==> config.mk <==
export PLATFORM = sky130hd
export DESIGN_NAME = resource_pool_allocator_fifo_wait
export DESIGN_NICKNAME = d
export VERILOG_FILES = /design/src/rtl/core/rpa_pkg.sv /design/src/rtl/core/rpa_ctrl.sv /design/src/rtl/core/rpa_dpath.sv /design/src/rtl/core/resource_pool_allocator_fifo_wait.sv
export VERILOG_INCLUDE_DIRS = /design/src /design/src/rtl/core
export SDC_FILE = /design/constraint.sdc
export NUM_CORES = 1
export LEC_CHECK = 0
export ABC_CLOCK_PERIOD_IN_PS = 4970
export BUFFER_PORTS_ARGS = -buffer_cell sky130_fd_sc_hd__buf_2
export CAP_MARGIN = 20
export CORE_MARGIN = 2
export CORE_UTILIZATION = 53
export DETAILED_ROUTE_END_ITERATION = 8
export PLACE_DENSITY = 0.78
export SETUP_SLACK_MARGIN = 0.3
export SKIP_LAST_GASP = 1
export SLEW_MARGIN = 20
export SYNTH_ARGS = -nofsm -noshare
export SYNTH_HDL_FRONTEND = slang
export SYNTH_SLANG_ARGS = --single-unit
==> constraint.sdc <==
create_clock -name clk -period 4.97 [get_ports clk]
set_clock_uncertainty 0.15 [all_clocks]
set_input_delay 0.7455 -clock clk [delete_from_list [all_inputs] [get_ports clk]]
set_output_delay 0.7455 -clock clk [all_outputs]
set_load 0.02 [all_outputs]
==> src/rtl/core/resource_pool_allocator_fifo_wait_assert.svh <==
// ----------------------------------------------------------------------------
// Resource pool allocator assertion macros
// Shorthand for the concurrent checks that sit at the end of the top level.
// ----------------------------------------------------------------------------
`ifndef RESOURCE_POOL_ALLOCATOR_FIFO_WAIT_ASSERT_SVH
`define RESOURCE_POOL_ALLOCATOR_FIFO_WAIT_ASSERT_SVH

// Same-cycle implication, disabled while reset is asserted
`define RPA_ASSERT_NOW(label, clk, rst_n, ante, cons) \
	label: assert property (@(posedge clk) disable iff (!rst_n) (ante) |-> (cons)) \
		else $error("rpa: same-cycle check failed");

// Next-cycle implication, disabled while reset is asserted
`define RPA_ASSERT_NEXT(label, clk, rst_n, ante, cons) \
	label: assert property (@(posedge clk) disable iff (!rst_n) (ante) |=> (cons)) \
		else $error("rpa: next-cycle check failed");

`endif

==> src/rtl/core/rpa_pkg.sv <==
// ----------------------------------------------------------------------------
// Resource pool allocator package
// Beat formats, result kinds, operation codes and the control interface
// between the controller and the datapath.
// ----------------------------------------------------------------------------
package rpa_pkg;

	localparam int CLIENT_W = 8;
	localparam int COUNT_W  = 4;
	localparam int RIDX_W   = 3;
	localparam int KIND_W   = 3;

	// Operation codes
	localparam logic OP_REQUEST = 1'b0;
	localparam logic OP_RELEASE = 1'b1;

	// Result kinds
	localparam logic [KIND_W-1:0] KIND_GRANT    = 3'd0;
	localparam logic [KIND_W-1:0] KIND_EMPTY    = 3'd1;
	localparam logic [KIND_W-1:0] KIND_QUEUED   = 3'd2;
	localparam logic [KIND_W-1:0] KIND_REJECT   = 3'd3;
	localparam logic [KIND_W-1:0] KIND_FREE_ERR = 3'd4;

	// Input beat
	typedef struct packed {
		logic                operation;
		logic [CLIENT_W-1:0] client_id;
		logic [COUNT_W-1:0]  count;
		logic [RIDX_W-1:0]   resource_index;
	} req_t;

	// Result beat
	typedef struct packed {
		logic [KIND_W-1:0]   kind;
		logic [CLIENT_W-1:0] granted_client;
		logic [RIDX_W-1:0]   granted_index;
		logic                last;
	} rsp_t;

	// Controller to datapath
	typedef struct packed {
		logic load_in;
		logic exec;
		logic grant_step;
	} ctrl_cmd_t;

	// Datapath to controller
	typedef struct packed {
		logic out_free;
		logic start_grant;
		logic grant_last;
	} dp_status_t;

endpackage

==> src/rtl/core/rpa_ctrl.sv <==
// ----------------------------------------------------------------------------
// Resource pool allocator controller
// Sequences one item: capture, decide, then one grant per unstalled cycle.
// ----------------------------------------------------------------------------
module rpa_ctrl import rpa_pkg::*; (
	input  logic       clk,
	input  logic       arst_n,
	input  logic       req_valid,
	output logic       req_ready,
	output ctrl_cmd_t  cmd,
	input  dp_status_t status
);

	typedef enum logic [1:0] {
		ST_IDLE,
		ST_EXEC,
		ST_GRANT
	} state_t;

	state_t state_q;
	logic   ready_q;

	assign req_ready = ready_q;

	// Commands to the datapath; work waits for a free output slot
	always_comb begin
		cmd            = '0;
		cmd.load_in    = req_valid && ready_q;
		cmd.exec       = (state_q == ST_EXEC) && status.out_free;
		cmd.grant_step = (state_q == ST_GRANT) && status.out_free;
	end

	// State and registered ready
	always_ff @(posedge clk or negedge arst_n) begin
		if (!arst_n) begin
			state_q <= ST_IDLE;
			ready_q <= 1'b1;
		end else begin
			unique case (state_q)
				ST_IDLE: begin
					if (req_valid && ready_q) begin
						state_q <= ST_EXEC;
						ready_q <= 1'b0;
					end
				end
				ST_EXEC: begin
					if (status.out_free) begin
						if (status.start_grant) begin
							state_q <= ST_GRANT;
						end else begin
							state_q <= ST_IDLE;
							ready_q <= 1'b1;
						end
					end
				end
				ST_GRANT: begin
					if (status.out_free && status.grant_last) begin
						state_q <= ST_IDLE;
						ready_q <= 1'b1;
					end
				end
				default: begin
					state_q <= ST_IDLE;
					ready_q <= 1'b1;
				end
			endcase
		end
	end

endmodule

==> src/rtl/core/rpa_dpath.sv <==
// ----------------------------------------------------------------------------
// Resource pool allocator datapath
// Busy map, free count, wait queue memory, decision logic and result register.
// ----------------------------------------------------------------------------
module rpa_dpath import rpa_pkg::*; #(
	parameter int NUM_RESOURCES = 8,
	parameter int QUEUE_DEPTH   = 16
) (
	input  logic       clk,
	input  logic       arst_n,
	input  req_t       req_data,
	output logic       rsp_valid,
	input  logic       rsp_ready,
	output rsp_t       rsp_data,
	input  ctrl_cmd_t  cmd,
	output dp_status_t status
);

	localparam int IDX_W  = $clog2(NUM_RESOURCES);
	localparam int FREE_W = $clog2(NUM_RESOURCES + 1);
	localparam int PTR_W  = $clog2(QUEUE_DEPTH);
	localparam int WAIT_W = $clog2(QUEUE_DEPTH + 1);
	localparam int CMP_W  = ((FREE_W > COUNT_W) ? FREE_W : COUNT_W) + 1;
	localparam int RIX_W  = ((IDX_W > RIDX_W) ? IDX_W : RIDX_W) + 1;
	localparam int IDXO_W = (IDX_W > RIDX_W) ? IDX_W : RIDX_W;

	typedef struct packed {
		logic [CLIENT_W-1:0] client;
		logic [COUNT_W-1:0]  count;
	} wait_entry_t;

	// Architectural state
	logic [NUM_RESOURCES-1:0] busy_q;
	logic [FREE_W-1:0]        free_q;
	logic [PTR_W-1:0]         head_q;
	logic [PTR_W-1:0]         tail_q;
	logic [WAIT_W-1:0]        wait_q;
	wait_entry_t              mem_q [QUEUE_DEPTH];
	wait_entry_t              rd_q;

	// Item and grant working registers
	req_t                in_q;
	logic [COUNT_W-1:0]  gnt_left_q;
	logic [CLIENT_W-1:0] gnt_client_q;
	logic                rsp_valid_q;
	rsp_t                rsp_q;

	// Decision outputs
	logic                emit;
	logic                ex_emit;
	logic [KIND_W-1:0]   ex_kind;
	logic [CLIENT_W-1:0] ex_client;
	logic                ex_grant;
	logic [COUNT_W-1:0]  ex_gnt_cnt;
	logic [CLIENT_W-1:0] ex_gnt_client;
	logic                ex_enq;
	logic                ex_deq;
	logic                ex_release;

	// Comparisons
	logic [CMP_W-1:0] count_ext;
	logic [CMP_W-1:0] need_ext;
	logic [CMP_W-1:0] free_ext;
	logic             req_big;
	logic             req_fits;
	logic             head_fits;
	logic             q_empty;
	logic             q_full;
	logic [RIX_W-1:0] rel_wide;
	logic [IDX_W-1:0] rel_idx;
	logic             rel_ok;
	logic [NUM_RESOURCES-1:0] rel_oh;

	// Lowest free resource
	logic [NUM_RESOURCES-1:0] free_vec;
	logic [NUM_RESOURCES-1:0] low_oh;
	logic [IDX_W-1:0]         low_idx;
	logic [IDXO_W-1:0]        low_idx_wide;

	assign count_ext = CMP_W'(in_q.count);
	assign need_ext  = CMP_W'(rd_q.count);
	assign free_ext  = CMP_W'(free_q);
	assign req_big   = count_ext > CMP_W'(NUM_RESOURCES);
	assign req_fits  = count_ext <= free_ext;
	assign head_fits = need_ext <= (free_ext + CMP_W'(1));
	assign q_empty   = (wait_q == '0);
	assign q_full    = (wait_q == WAIT_W'(QUEUE_DEPTH));

	// Release target: out of range or already free is an error
	assign rel_wide = RIX_W'(in_q.resource_index);
	assign rel_idx  = IDX_W'(rel_wide);
	assign rel_oh   = NUM_RESOURCES'(1) << rel_idx;
	assign rel_ok   = (rel_wide < RIX_W'(NUM_RESOURCES)) && busy_q[rel_idx];

	// Isolate the lowest clear bit, then encode it
	assign free_vec = ~busy_q;
	assign low_oh   = free_vec & (~free_vec + NUM_RESOURCES'(1));

	always_comb begin
		low_idx = '0;
		for (int i = 0; i < NUM_RESOURCES; i++) begin
			if (low_oh[i]) begin
				low_idx = low_idx | IDX_W'(i);
			end
		end
	end

	assign low_idx_wide = IDXO_W'(low_idx);

	// Decision for the captured item
	always_comb begin
		ex_emit       = 1'b0;
		ex_kind       = KIND_GRANT;
		ex_client     = in_q.client_id;
		ex_grant      = 1'b0;
		ex_gnt_cnt    = in_q.count;
		ex_gnt_client = in_q.client_id;
		ex_enq        = 1'b0;
		ex_deq        = 1'b0;
		ex_release    = 1'b0;
		if (in_q.operation == OP_REQUEST) begin
			priority if (req_big) begin
				ex_emit = 1'b1;
				ex_kind = KIND_REJECT;
			end else if (req_fits && q_empty) begin
				if (in_q.count == '0) begin
					ex_emit = 1'b1;
					ex_kind = KIND_EMPTY;
				end else begin
					ex_grant = 1'b1;
				end
			end else if (q_full) begin
				ex_emit = 1'b1;
				ex_kind = KIND_REJECT;
			end else begin
				ex_enq  = 1'b1;
				ex_emit = 1'b1;
				ex_kind = KIND_QUEUED;
			end
		end else begin
			if (!rel_ok) begin
				ex_emit   = 1'b1;
				ex_kind   = KIND_FREE_ERR;
				ex_client = '0;
			end else begin
				ex_release = 1'b1;
				// Serve the queue head once if it now fits
				if (!q_empty && head_fits) begin
					ex_deq        = 1'b1;
					ex_client     = rd_q.client;
					ex_gnt_cnt    = rd_q.count;
					ex_gnt_client = rd_q.client;
					if (rd_q.count == '0) begin
						ex_emit = 1'b1;
						ex_kind = KIND_EMPTY;
					end else begin
						ex_grant = 1'b1;
					end
				end
			end
		end
	end

	assign emit = (cmd.exec && ex_emit) || cmd.grant_step;

	always_comb begin
		status             = '0;
		status.out_free    = !rsp_valid_q || rsp_ready;
		status.start_grant = ex_grant;
		status.grant_last  = (gnt_left_q == COUNT_W'(1));
	end

	// Control state
	always_ff @(posedge clk or negedge arst_n) begin
		if (!arst_n) begin
			busy_q      <= '0;
			free_q      <= FREE_W'(NUM_RESOURCES);
			head_q      <= '0;
			tail_q      <= '0;
			wait_q      <= '0;
			rsp_valid_q <= 1'b0;
		end else begin
			if (cmd.exec && ex_release) begin
				busy_q <= busy_q & ~rel_oh;
				free_q <= free_q + FREE_W'(1);
			end else if (cmd.grant_step) begin
				busy_q <= busy_q | low_oh;
				free_q <= free_q - FREE_W'(1);
			end
			if (cmd.exec && ex_enq) begin
				tail_q <= (tail_q == PTR_W'(QUEUE_DEPTH - 1)) ? '0 : tail_q + PTR_W'(1);
				wait_q <= wait_q + WAIT_W'(1);
			end else if (cmd.exec && ex_deq) begin
				head_q <= (head_q == PTR_W'(QUEUE_DEPTH - 1)) ? '0 : head_q + PTR_W'(1);
				wait_q <= wait_q - WAIT_W'(1);
			end
			if (emit) begin
				rsp_valid_q <= 1'b1;
			end else if (rsp_ready) begin
				rsp_valid_q <= 1'b0;
			end
		end
	end

	// Wait queue memory: write at tail, registered read at head
	always_ff @(posedge clk) begin
		if (cmd.exec && ex_enq) begin
			mem_q[tail_q] <= '{client: in_q.client_id, count: in_q.count};
		end
		rd_q <= mem_q[head_q];
	end

	// Payload registers
	always_ff @(posedge clk) begin
		if (cmd.load_in) begin
			in_q <= req_data;
		end
		if (cmd.exec && ex_grant) begin
			gnt_left_q   <= ex_gnt_cnt;
			gnt_client_q <= ex_gnt_client;
		end else if (cmd.grant_step) begin
			gnt_left_q <= gnt_left_q - COUNT_W'(1);
		end
		if (cmd.grant_step) begin
			rsp_q.kind           <= KIND_GRANT;
			rsp_q.granted_client <= gnt_client_q;
			rsp_q.granted_index  <= low_idx_wide[RIDX_W-1:0];
			rsp_q.last           <= status.grant_last;
		end else if (cmd.exec && ex_emit) begin
			rsp_q.kind           <= ex_kind;
			rsp_q.granted_client <= ex_client;
			rsp_q.granted_index  <= '0;
			rsp_q.last           <= 1'b1;
		end
	end

	assign rsp_valid = rsp_valid_q;
	assign rsp_data  = rsp_q;

endmodule

==> src/rtl/core/resource_pool_allocator_fifo_wait.sv <==
// ----------------------------------------------------------------------------
// Resource pool allocator with FIFO wait queue
// Counting allocator over a pool of identical resources, top level.
// ----------------------------------------------------------------------------
// Usage: req carries a request (client, count) or the release of one index;
// rsp returns results, with last set on the final result of each item.
// A request that fits and finds the queue empty is granted the lowest free
// indices, one result beat per cycle unless stalled; else queued or rejected.
// A release frees one index and serves the queue head once if it now fits.
// A request beat is captured in the input register, decided in the exec state
// and its single result or grant count registered; grants then come from the
// grant state. Items are handled one at a time; the grant run is paced by
// the single lowest-free search over the busy map, which grants one index per
// cycle while the result register is free. req_ready drops for the item's
// whole run and rises once the item's decision and any grants are done.
// Reset empties the queue and frees every resource; no clearing pass is run.
// When the receiver stalls, the result register holds its beat and the
// controller waits; the next request is still taken while a beat is waiting.
// ----------------------------------------------------------------------------
`include "resource_pool_allocator_fifo_wait_assert.svh"

module resource_pool_allocator_fifo_wait import rpa_pkg::*; #(
	parameter int NUM_RESOURCES = 8,
	parameter int QUEUE_DEPTH   = 16
) (
	input  logic clk,
	input  logic arst_n,
	input  logic req_valid,
	output logic req_ready,
	input  req_t req_data,
	output logic rsp_valid,
	input  logic rsp_ready,
	output rsp_t rsp_data
);

	ctrl_cmd_t  cmd;
	dp_status_t status;

	// Controller
	rpa_ctrl u_ctrl (
		.clk       (clk),
		.arst_n    (arst_n),
		.req_valid (req_valid),
		.req_ready (req_ready),
		.cmd       (cmd),
		.status    (status)
	);

	// Datapath
	rpa_dpath #(
		.NUM_RESOURCES (NUM_RESOURCES),
		.QUEUE_DEPTH   (QUEUE_DEPTH)
	) u_dpath (
		.clk       (clk),
		.arst_n    (arst_n),
		.req_data  (req_data),
		.rsp_valid (rsp_valid),
		.rsp_ready (rsp_ready),
		.rsp_data  (rsp_data),
		.cmd       (cmd),
		.status    (status)
	);

	// Checks
	`RPA_ASSERT_NEXT(a_busy_after_accept, clk, arst_n, req_valid && req_ready, !req_ready)
	`RPA_ASSERT_NOW(a_single_result_last, clk, arst_n, rsp_valid && (rsp_data.kind != KIND_GRANT), rsp_data.last)
	`RPA_ASSERT_NOW(a_free_err_no_client, clk, arst_n, rsp_valid && (rsp_data.kind == KIND_FREE_ERR), (rsp_data.granted_client == '0) && (rsp_data.granted_index == '0))
	`RPA_ASSERT_NOW(a_no_accept_mid_item, clk, arst_n, cmd.exec || cmd.grant_step, !req_ready)

endmodule

==> out/metrics.cfg, run 1 <==
[run_status]
run_status = complete, no violations

[sta]
setup_viol_count_final = 0
timing.max_slew.rel_slack = 0.297
drv_slew = 0
fin_tns_setup_ns = 0
max_freq_ghz = 0.251
hold_viol = 0
pin_slew_with_the_least_headroom_to_its_limit_ns = 1.05
layout_min_cycle_time_ns = 3.98
fin_crit_sh = 0.801
setup_repair_after_global_routing_missed_its_margin = false

[hold_path]
worst_hold_path_type = primary input to asynchronous set/reset pin

[synth]
synth.top_cells.by_area = sky130_fd_sc_hd__edfxtp_1, sky130_fd_sc_hd__mux4_2, sky130_fd_sc_hd__dfrtp_1
synth_largest_type_area_fraction = 0.613
post_synth_num_cell_types = 61
synth_flop_cell = sky130_fd_sc_hd__edfxtp_1
synth_fp_nets = 691
postSynth.asyncResetShare = 0.105
synth_area_sq_mm = 0.0114
synth-seq-area-share = 0.703
synth_area_per_cell_sq_um = 17.6
synthMostInstantiatedCell = sky130_fd_sc_hd__edfxtp_1
synth_enable_flop_cells = 232
yosys.area.top_type = sky130_fd_sc_hd__edfxtp_1
yosys_warnings = 0
synthCells = 648
synth_seq_cells = 276
synth.cells.most_frequent = sky130_fd_sc_hd__edfxtp_1, sky130_fd_sc_hd__mux4_2, sky130_fd_sc_hd__nand2_1

[detailed_routing]
num_vias = 6221
drt_drc_violations_left = 0
postRouteWirelength_microns = 24700
drt-pass1-iter-count = 5
initialDrtViolationCount = 711
wirelength_per_cell_microns = 24.8
routed_via_density = 6.25
drt.antenna.violating_nets = 0

[place]
gpl.final_weighted_congestion = 0.875
place_hpwl_microns = 15300
portBuffers = 36
dp_cells = 942

[clock_network]
numCtsBuffers = 28
clk-insertion-delay-late_ns = 0.56
ctsHoldBuffers = 0
cts_tree = yes
clk_pin_slew_ns = 0.06
cts_repair_resize_count = 0
post-cts-setup-buffers = 0
root_buffer = sky130_fd_sc_hd__clkbuf_16
h-tree-depth = 1
clock_sink_count = 276
clockBufferDepth = 3

[run]
cap_violations = 0

[critical_path]
cp_data_required_time_ns = 4.99
worstPathCellList = ha_1 > nand4_1 > o21ai_0 > o31ai_1 > and3_1 > inv_2 > nor3b_2 > and2_1
crit_family = simple AND/OR/NAND/NOR gates
critical_path_buf_inv_count = 1
r2r_cells = 8
cp-end-kind = flip-flop
setup_slack_of_the_worst_register_to_register_path_ns = 0.99
critPathArrivalTime_ns = 4.00
timing_worst_setup_path_type = flip-flop to flip-flop
max_stage_delay_ns = 0.83
worst_setup_path_endpoint = u_dpath.mem_q[5][3]
timing.critical_path.from = u_dpath.count_ext[3]
worst_r2r_startpoint = u_dpath.count_ext[3]
start_kind = flip-flop
worst_path_max_delay_cell = sky130_fd_sc_hd__edfxtp_1
crit_cells = 8
timing.critical_path.fanout_max = 21
crit-reg2reg-capture = u_dpath.mem_q[5][3]

[finish]
final_nets = 741
multi_input_comb_area_sq_mm = 0.00317
insertedDiodeCount = 0
post_route_cells_drive_above_1_share = 0.247
filler_cell_count = 1380
layout.area.seq_sq_mm = 0.00800
syn2layout_area_growth_pct = 13.3
final_cells = 995

[floorplanning]
num_rows = 53
coreArea_sq_mm = 0.0210
die_x_microns = 150
dieArea_sq_mm = 0.0226
initial_utilization = 0.541
io-pin-count = 37
chipHeight_microns = 150

[global_route]
pin_count_of_the_biggest_net_entering_global_routing = 53
grt_use_total = 0.226
grt_remaining_overflow = 0
global_route_wire_length_before_repair_microns = 37700
first_global_vias = 6560
grt_antenna_before_repair = 0

[power]
ir_drop_mv = 0.260
leakage_nw = 4.41
power_density_mw_per_mm2 = 460

[worst register-to-register path, stage by stage, from the launching register on]
cell and delay [ns]:
sky130_fd_sc_hd__edfxtp_1 0.83, sky130_fd_sc_hd__ha_1 0.40, sky130_fd_sc_hd__nand4_1 0.12, sky130_fd_sc_hd__o21ai_0 0.17
sky130_fd_sc_hd__o31ai_1 0.23, sky130_fd_sc_hd__and3_1 0.50, sky130_fd_sc_hd__inv_2 0.23, sky130_fd_sc_hd__nor3b_2 0.36
sky130_fd_sc_hd__and2_1 0.62
[report_power, final]
group / switching [mW] / internal (mW)
Combinational: 0.557 / 0.409
Sequential: 0.110 / 2.62
Clock: 0.895 / 1.32
[state kept, by name (all words and copies together), names as in the netlist]
signal,count
u_dpath.rd_q,8
u_dpath.head_q,4
u_dpath.wait_q,5
u_dpath.gnt_client_q,8
u_dpath.need_ext,4
u_dpath.rsp_valid,1
u_dpath.free_q,4
u_dpath.gnt_left_q,4
u_dpath.rsp_data,15
u_ctrl.req_ready,1
u_dpath.count_ext,4
u_dpath.tail_q,4
u_dpath.busy_q,8
u_dpath.in_q,9
u_ctrl.state_q,2
u_dpath.rel_idx,3
u_dpath.mem_q,192
[through the flow]
stage / util / power [mW] / area (sq um) / worst slack [ns] / hold WS, ns
2_1_floorplan: - / 3.46 / 11400 / 1.37 / 0.300
3_3_place_gp: 0.565 / 3.67 / 11900 / 1.29 / 0.310
3_5_place_dp: 0.565 / 3.72 / 11900 / 1.10 / 0.309
5_1_grt: 0.613 / 6.13 / 12900 / 0.676 / 0.149
4_1_cts: 0.612 / 5.94 / 12900 / 1.04 / 0.111
6_report: 0.613 / 5.92 / 12900 / 0.991 / 0.0943
[routing by layer]
metal,share of wire,up-vias,track usage
met3,0.088,50,0.0524
met2,0.51,356,0.390
met1,0.38,3176,0.288
li1,-,2639,-
met4,0.022,0,0.0646
met5,0,-,0
[logic make-up (layout without fill, tap and decap cells)]
logic type               Yosys count  count (layout)  share of synthesized area
buffers and inverters             56             128                     0.0201
multiplexers                      82              82                      0.140
flip-flops                       276             276                      0.703
AO/OA/AOI/OAI                     79              79                     0.0462
adder cells (fa/ha/maj)           23              23                     0.0266
XOR/XNOR                          13              13                     0.0100
AND/OR/NAND/NOR                  119             119                     0.0542
[placed cells by master, fill, tap and decap left out, drive strengths merged, types with 4 or more instances in the layout]
master / Yosys / final
dfxtp: 15 / 15
nand2b: 5 / 5
a21o: 5 / 5
mux2: 6 / 6
mux4: 60 / 60
clkinv: 0 / 4
ha: 21 / 21
dfrtp: 27 / 27
nor2b: 4 / 4
edfxtp: 232 / 232
xnor2: 11 / 11
a31oi: 11 / 11
buf: 10 / 45
nor3: 5 / 5
clkinvlp: 0 / 4
nand3: 16 / 16
and2: 10 / 10
o21ai: 27 / 27
nor2: 31 / 31
mux2i: 16 / 16
inv: 31 / 31
clkbuf: 15 / 41
nand2: 32 / 32
a21oi: 13 / 13
nor4: 6 / 6
[layout make-up]
class / instances / area share
tap: 275 / 0.0267
clock buffer: 41 / 0.0645
clock inverter: 11 / 0.0131
timing repair buffer: 45 / 0.0192
sequential: 276 / 0.621
multi-input combinational: 316 / 0.246
inverter: 31 / 0.00923
[worst min path at each step]
stage                              start              endpoint  depth (start not counted)
floorplan                         arst_n     u_ctrl.state_q[0]                          0
global placement    u_dpath.rsp_data[12]  u_dpath.rsp_data[12]                          2
detailed placement  u_dpath.rsp_data[12]  u_dpath.rsp_data[12]                          2
CTS                               arst_n     u_ctrl.state_q[0]                          1
global route                      arst_n     u_ctrl.state_q[0]                          1
finish                            arst_n     u_ctrl.state_q[0]                          1
Note: power is estimated with default switching activity, not from simulation.
==> run 2: changes to the inputs <==
- ABC_AREA: unset -> 1
- ABC_CLOCK_PERIOD_IN_PS: 4970 -> 3860
- clock period: 4.97 -> 3.86 ns (I/O delays scaled with it)
==> out/metrics.cfg, run 2 <==
[sta]
layout_min_cycle_time_ns = 3.27  ; -0.704 ns
fin_tns_setup_ns = 0  ; unchanged
hold_viol = 0  ; unchanged
pin_slew_with_the_least_headroom_to_its_limit_ns = 0.905  ; -0.146 ns
timing.max_slew.rel_slack = 0.397  ; +0.0996
fin_crit_sh = 0.848  ; +0.0478
max_freq_ghz = 0.305  ; +22%
setup_repair_after_global_routing_missed_its_margin = false
setup_viol_count_final = 0  ; unchanged
drv_slew = 0  ; unchanged

[clock_network]
cts_tree = yes
clk_pin_slew_ns = 0.06  ; about the same
h-tree-depth = 1  ; unchanged
numCtsBuffers = 27  ; -3.6%
root_buffer = sky130_fd_sc_hd__clkbuf_16
clk-insertion-delay-late_ns = 0.54  ; -0.02 ns
clockBufferDepth = 3  ; unchanged
post-cts-setup-buffers = 0  ; unchanged
clock_sink_count = 276  ; unchanged

[power]
share_seq_of_total_power = 0.566  ; +0.104
power_density_mw_per_mm2 = 430  ; -6.3%
sw_frac_of_total = 0.189  ; -0.0747
p_total_mw = 5.63  ; -4.9%
p_sw_mw = 1.06  ; -32%
comb_power_share = 0.003  ; -0.160
clock_power_share = 0.431  ; +0.056
leakage_nw = 5.03  ; +14%
cellInternalPower_mw = 4.57  ; +4.8%
ir_drop_mv = 0.464  ; +79%

[synth]
synth_compound_area_frac = 0.0960  ; +0.0498
synthMostInstantiatedCell = sky130_fd_sc_hd__edfxtp_1
synth_xor_xnor_area_share = 0.00897  ; -0.00104
synth_fp_nets = 1038  ; +50%
yosys_warnings = 0  ; unchanged
synth_area_per_cell_sq_um = 11.8  ; -33%
postSynth.asyncResetShare = 0.105  ; unchanged
post_synth_mux_area_share = 0.0162  ; -0.124
synth.top_cells.by_area = sky130_fd_sc_hd__edfxtp_1, sky130_fd_sc_hd__dfrtp_1, sky130_fd_sc_hd__nor2_1
synth_area_sq_mm = 0.0117  ; +3.0%
synth_enable_flop_cells = 232  ; unchanged
yosys.area.top_type = sky130_fd_sc_hd__edfxtp_1
synth_flop_cell = sky130_fd_sc_hd__edfxtp_1
synth_top_family_by_area = simple AND/OR/NAND/NOR gates
yosys.area_share.simple = 0.131  ; +0.0768
synth_seq_cells = 276  ; unchanged
synthCells = 995  ; +54%
synth-seq-area-share = 0.682  ; -0.0208
synth_adder_area_share = 0.0258  ; -0.000787
synth_largest_type_area_fraction = 0.594  ; -0.0181
post_synth_num_cell_types = 42  ; -31%
synth.cells.most_frequent = sky130_fd_sc_hd__edfxtp_1, sky130_fd_sc_hd__nor2_1, sky130_fd_sc_hd__nand2_1

[detailed_routing]
initialDrtViolationCount = 961  ; +35%
drt_drc_violations_left = 0  ; unchanged
wirelength_per_cell_microns = 19.6  ; -21%
num_vias = 7836  ; +26%
drt.antenna.violating_nets = 0  ; unchanged
drt-pass1-iter-count = 5  ; unchanged
postRouteWirelength_microns = 26300  ; +6.7%
routed_via_density = 5.83  ; -6.7%

[global_route]
grt_remaining_overflow = 0  ; unchanged
grt_use_total = 0.225  ; about the same
grt_antenna_before_repair = 0  ; unchanged
global_route_wire_length_before_repair_microns = 41500  ; +10%
first_global_vias = 7559  ; +15%
pin_count_of_the_biggest_net_entering_global_routing = 59  ; +11%

[finish]
most-common-layout-cells = sky130_fd_sc_hd__edfxtp_1, sky130_fd_sc_hd__nor2_1, sky130_fd_sc_hd__nand2_1
final_area_sq_mm = 0.0131  ; +1.6%
final_common_cell = sky130_fd_sc_hd__edfxtp_1
utilization_after_layout = 0.601  ; -0.0114
insertedDiodeCount = 0  ; unchanged
syn2layout_area_growth_pct = 11.6
final_nets = 1085  ; +46%
post_route_cells_drive_above_1_share = 0.113  ; -0.134
registers.top_by_ff_count = u_dpath.mem_q
largest_reg_flops = 192  ; unchanged

[run_status]
run_status = complete, no violations

[critical_path]
cp_data_required_time_ns = 3.96  ; -1.03 ns
timing_worst_setup_path_type = flip-flop to flip-flop
timing.critical_path.fanout_max = 17  ; -19%
cp-end-kind = flip-flop
start_kind = flip-flop
critPathArrivalTime_ns = 3.37  ; -0.63 ns

[run]
cap_violations = 0  ; unchanged

[floorplanning]
coreArea_sq_mm = 0.0218  ; +3.5%
die_x_microns = 153  ; +1.5%
chipHeight_microns = 153  ; +1.5%
io-pin-count = 37  ; unchanged
num_rows = 54  ; +1.9%
dieArea_sq_mm = 0.0233  ; +3.0%
initial_utilization = 0.539  ; -0.00233

[place]
place_hpwl_microns = 16700  ; +9.5%
dpl_cell_area_sq_mm = 0.0123  ; +3.2%
portBuffers = 36  ; unchanged
gpl.final_weighted_congestion = 0.880  ; +0.63%

[hold_path]
worst_hold_path_type = primary input to flip-flop

-- run 2: cell types whose count changed after synthesis, moves of 8 or more --
cell                       previous run  this run
sky130_fd_sc_hd__a21oi_1             13        32
sky130_fd_sc_hd__and2_1              10         0
sky130_fd_sc_hd__clkbuf_1            15        27
sky130_fd_sc_hd__inv_1               29        68
sky130_fd_sc_hd__mux4_2              60         0
sky130_fd_sc_hd__nand2_1             32       147
sky130_fd_sc_hd__nand3_1             15        51
sky130_fd_sc_hd__nor2_1              29       151
sky130_fd_sc_hd__o21ai_0             27        87
sky130_fd_sc_hd__o221ai_1             0        19
sky130_fd_sc_hd__o32ai_1              0        29
sky130_fd_sc_hd__xnor2_1             11         2
sky130_fd_sc_hd__xor2_1               2        10
-- run 2: what timing repair did --
item / 4_1_cts / 5_1_grt
endpoints found under the hold margin: 27 / 0
hold buffers: 1 / 0
gates resized for setup: 0 / 0
-- run 2: final cells by class --
class                   count  area, sq um
clock buffers              34          712
clock inverters            16          104
fillers                  1697         8670
inverters                  73          277
multi-input cells         603         3260
flip-flops and latches    276         8000
well taps                 280          350
repair buffers             61          383
-- run 2: final timing paths --
path / start / to / slack [ns] / cells past startpoint
hold / removal: req_data[8] / u_dpath.in_q[8] / 0.07 / 1
setup reg to reg: u_dpath.count_ext[0] / u_dpath.mem_q[14][8] / 0.59 / 14
hold reg to reg: u_dpath.rsp_data[14] / u_dpath.rsp_data[14] / 0.32 / 2
min in group asynchronous: arst_n / u_ctrl.state_q[0] / 0.49 / 2
max in group asynchronous: arst_n / u_dpath.head_q[0] / 2.53 / 2
setup / recovery: u_dpath.count_ext[0] / u_dpath.mem_q[14][8] / 0.59 / 14
-- run 2: logic make-up after synthesis --
group                    after synthesis
flip-flops                           276
AND/OR/NAND/NOR                      366
XOR/XNOR                              12
multiplexers                          19
adder cells (fa/ha/maj)               23
buffers and inverters                116
AO/OA/AOI/OAI                        183
-- run 2: per-layer routing --
layer / routed length [microns] / part of all wire / track usage / up-vias
li1: - / - / - / 3626
met1: 10900 / 0.41 / 0.317 / 3774
met2: 12300 / 0.47 / 0.364 / 375
met3: 2310 / 0.088 / 0.0336 / 61
met4: 794 / 0.030 / 0.0772 / 0
met5: 0 / 0 / 0 / -
-- run 2: through the flow --
| stage | hold slack [ns] | std cells | worst slack [ns] |
|---|---|---|---|
| 6_report | 0.0674 | 1343 | 0.586 |
| 5_1_grt | 0.0631 | 1343 | 0.311 |
| 4_1_cts | 0.0572 | 1343 | 0.623 |
| 3_5_place_dp | 0.310 | 1292 | 0.652 |
| 3_3_place_gp | 0.297 | 1292 | 0.809 |
| 2_1_floorplan | 0.133 | 995 | 1.06 |
-- run 2: worst max-delay path, cell delays in order (launching register included) --
cell and delay, ns:
sky130_fd_sc_hd__edfxtp_1 0.70, sky130_fd_sc_hd__inv_1 0.17, sky130_fd_sc_hd__ha_1 0.24, sky130_fd_sc_hd__inv_1 0.07, sky130_fd_sc_hd__nand2_1 0.05, sky130_fd_sc_hd__nand2_1 0.05
sky130_fd_sc_hd__nand2_1 0.05, sky130_fd_sc_hd__nand2_1 0.05, sky130_fd_sc_hd__nand2_1 0.06, sky130_fd_sc_hd__nand2_1 0.14, sky130_fd_sc_hd__nand3_4 0.17, sky130_fd_sc_hd__inv_1 0.23
sky130_fd_sc_hd__nand2_1 0.15, sky130_fd_sc_hd__nor2_1 0.45, sky130_fd_sc_hd__buf_4 0.26
-- run 2: power groups by stage --
| stage | Combinational (mW) | Sequential (mW) | Clock (mW) |
|---|---|---|---|
| 6_report | 0.0165 | 3.19 | 2.42 |
| 2_1_floorplan | 0.00000738 | 3.25 | 0 |
| 3_3_place_gp | 0.0156 | 3.25 | 0 |
| 4_1_cts | 0.0171 | 3.19 | 2.45 |
| 5_1_grt | 0.0191 | 3.19 | 2.57 |
| 3_5_place_dp | 0.0163 | 3.25 | 0 |
==> run 3: changes to the inputs <==
- ABC_CLOCK_PERIOD_IN_PS: 3860 -> 3300
- clock period: 3.86 -> 3.3 ns (I/O delays scaled with it)
==> out/metrics.cfg, run 3 (synthesis gave the netlist of run 2 again) <==
[finish]
largest_reg_flops = 192  ; unchanged
final_nets = 1119  ; +3.1%
final_common_cell = sky130_fd_sc_hd__edfxtp_1
final_area_sq_mm = 0.0134  ; +2.5%
registers.top_by_ff_count = u_dpath.mem_q
syn2layout_area_growth_pct = 14.4
final_cells = 1375  ; +2.4%
post_route_cells_drive_above_1_share = 0.132  ; +0.0186
insertedDiodeCount = 0  ; unchanged
filler_cell_count = 1632  ; -3.8%
most-common-layout-cells = sky130_fd_sc_hd__edfxtp_1, sky130_fd_sc_hd__nor2_1, sky130_fd_sc_hd__nand2_1
utilization_after_layout = 0.617  ; +0.0151

[global_route]
grt_use_total = 0.228  ; +0.00292
global_route_wire_length_before_repair_microns = 41600  ; +0.32%
first_global_vias = 7609  ; +0.66%
grt_remaining_overflow = 0  ; unchanged
pin_count_of_the_biggest_net_entering_global_routing = 50  ; -15%
grt_antenna_before_repair = 0  ; unchanged

[run]
cap_violations = 0  ; unchanged

[detailed_routing]
wirelength_per_cell_microns = 19.4  ; -1.2%
drt.antenna.violating_nets = 0  ; unchanged
drt_drc_violations_left = 0  ; unchanged
postRouteWirelength_microns = 26600  ; +1.1%
routed_via_density = 5.75  ; -1.4%
num_vias = 7912  ; +0.97%
drt-pass1-iter-count = 7  ; +2
initialDrtViolationCount = 828  ; -14%

[floorplanning]
initial_utilization = 0.539  ; unchanged
io-pin-count = 37  ; unchanged
dieArea_sq_mm = 0.0233  ; unchanged
chipHeight_microns = 153  ; unchanged
die_x_microns = 153  ; unchanged
num_rows = 54  ; unchanged
coreArea_sq_mm = 0.0218  ; unchanged

[critical_path]
timing.critical_path.fanout_max = 12  ; -5
timing_worst_setup_path_type = flip-flop to flip-flop
worst_path_max_delay_cell = sky130_fd_sc_hd__dfstp_2
worstPathCellList = inv_1 > ha_1 > nand2_1 > inv_1 > nand2_1 > nand2_1 > nand2_1 > nand2_2 > nand3_4 > inv_1 > nand2_1 > nor2_1 > buf_4
max_stage_delay_ns = 0.57  ; -0.13 ns
cp-end-kind = flip-flop
start_kind = flip-flop
crit_top_cell = sky130_fd_sc_hd__nand2_1
critPathArrivalTime_ns = 2.89  ; -0.48 ns
cp_data_required_time_ns = 3.37  ; -0.59 ns

[place]
gpl.final_weighted_congestion = 0.872  ; -0.91%
place_worst_setup_slack_ns = 0.310  ; -0.342 ns
dpl_cell_area_sq_mm = 0.0123  ; +0.71%
place_hpwl_microns = 16400  ; -2.1%
portBuffers = 36  ; unchanged
dp_cells = 1302  ; +0.77%

[clock_network]
clk_pin_slew_ns = 0.06  ; about the same
root_buffer = sky130_fd_sc_hd__clkbuf_16
h-tree-depth = 1  ; unchanged
clk-insertion-delay-late_ns = 0.54  ; about the same
cts_tree = yes
clockBufferDepth = 3  ; unchanged
numCtsBuffers = 27  ; unchanged
clock_sink_count = 276  ; unchanged

[sta]
setup_ws_ns = 0.479  ; -0.106 ns
pin_slew_with_the_least_headroom_to_its_limit_ns = 0.868  ; -0.0376 ns
max_freq_ghz = 0.355  ; +16%
fin_tns_setup_ns = 0  ; unchanged
hold_viol = 0  ; unchanged
setup_repair_after_global_routing_missed_its_margin = true
setup_viol_count_final = 0  ; unchanged
fin_crit_sh = 0.855  ; +0.00646
layout_min_cycle_time_ns = 2.82  ; -0.454 ns
timing.max_slew.rel_slack = 0.420  ; +0.0229
drv_slew = 0  ; unchanged
hold_slack_ns = 0.126  ; +0.0583 ns

[run_status]
run_status = complete, no violations

[power]
leakage_nw = 5.17  ; +2.9%
p_total_mw = 6.61  ; +17%
ir_drop_mv = 0.567  ; +22%
power_density_mw_per_mm2 = 493  ; +15%

[hold_path]
worst_hold_path_type = primary input to flip-flop

==> run 3: cell types whose count changed in the layout (fill, tap and decap cells not counted), sizes merged <==
| cell | before | now |
|---|---|---|
| buf | 60 | 78 |
| clkbuf | 34 | 35 |
| clkinv | 13 | 10 |
| clkinvlp | 1 | 2 |
| dlygate4sd3 | 1 | 17 |
| inv | 74 | 73 |
==> run 3: critical path, delay by kind of cell, from the launching register on <==
family / cells / cell delay [ns]
buffers and inverters: 4 / 0.65
adders and majority gates: 1 / 0.30
DFF: 1 / 0.57
and+or+nand+nor: 8 / 0.83
==> run 3: repair_timing <==
| item | in CTS | in global routing |
|---|---|---|
| pin swaps | 0 | 1 |
| hold buffers | 17 | 0 |
| buffers inserted | 0 | 8 |
| resized for setup | 1 | 6 |
| endpoints found under the setup margin | 8 | 210 |
| endpoints found under the hold margin | 43 | 0 |
==> run 3: area by class of cell <==
class | instances | area (sq um) | area share
Multi-Input combinational cell | 603 | 3270 | 0.244
Sequential cell | 276 | 8000 | 0.597
Inverter | 73 | 284 | 0.0212
Clock buffer | 35 | 716 | 0.0534
Tap cell | 280 | 350 | 0.0261
Clock inverter | 13 | 97.6 | 0.00728
Timing Repair Buffer | 95 | 694 | 0.0518
==> run 3: layer usage <==
layer / track usage / up-vias / part of all wire
li1: - / 3687 / -
met5: 0 / - / 0
met1: 0.319 / 3801 / 0.41
met3: 0.0373 / 62 / 0.082
met4: 0.0807 / 0 / 0.032
met2: 0.368 / 362 / 0.48
==> run 3: path summary, 6_finish.rpt <==
kind / start / endpoint / slack (ns) / depth (start not counted)
max in group asynchronous: arst_n / u_dpath.head_q[0] / 2.04 / 2
min in group asynchronous: arst_n / u_dpath.busy_q[1] / 0.41 / 2
worst min register to register: u_dpath.rsp_data[12] / u_dpath.rsp_data[12] / 0.32 / 2
worst max-delay path: u_dpath.free_q[3] / u_dpath.mem_q[5][11] / 0.48 / 13
worst min-delay path: rsp_ready / u_ctrl.state_q[0] / 0.13 / 4
worst max register to register: u_dpath.free_q[3] / u_dpath.mem_q[5][11] / 0.48 / 13
==> run 3: power breakdown <==
part                   switching, mW  total [mW]  internal (mW)
Combinational                 0.0148      0.0357         0.0209
Clock                           1.24        2.84           1.61
Sequential     0.0000000000000000126        3.73           3.73
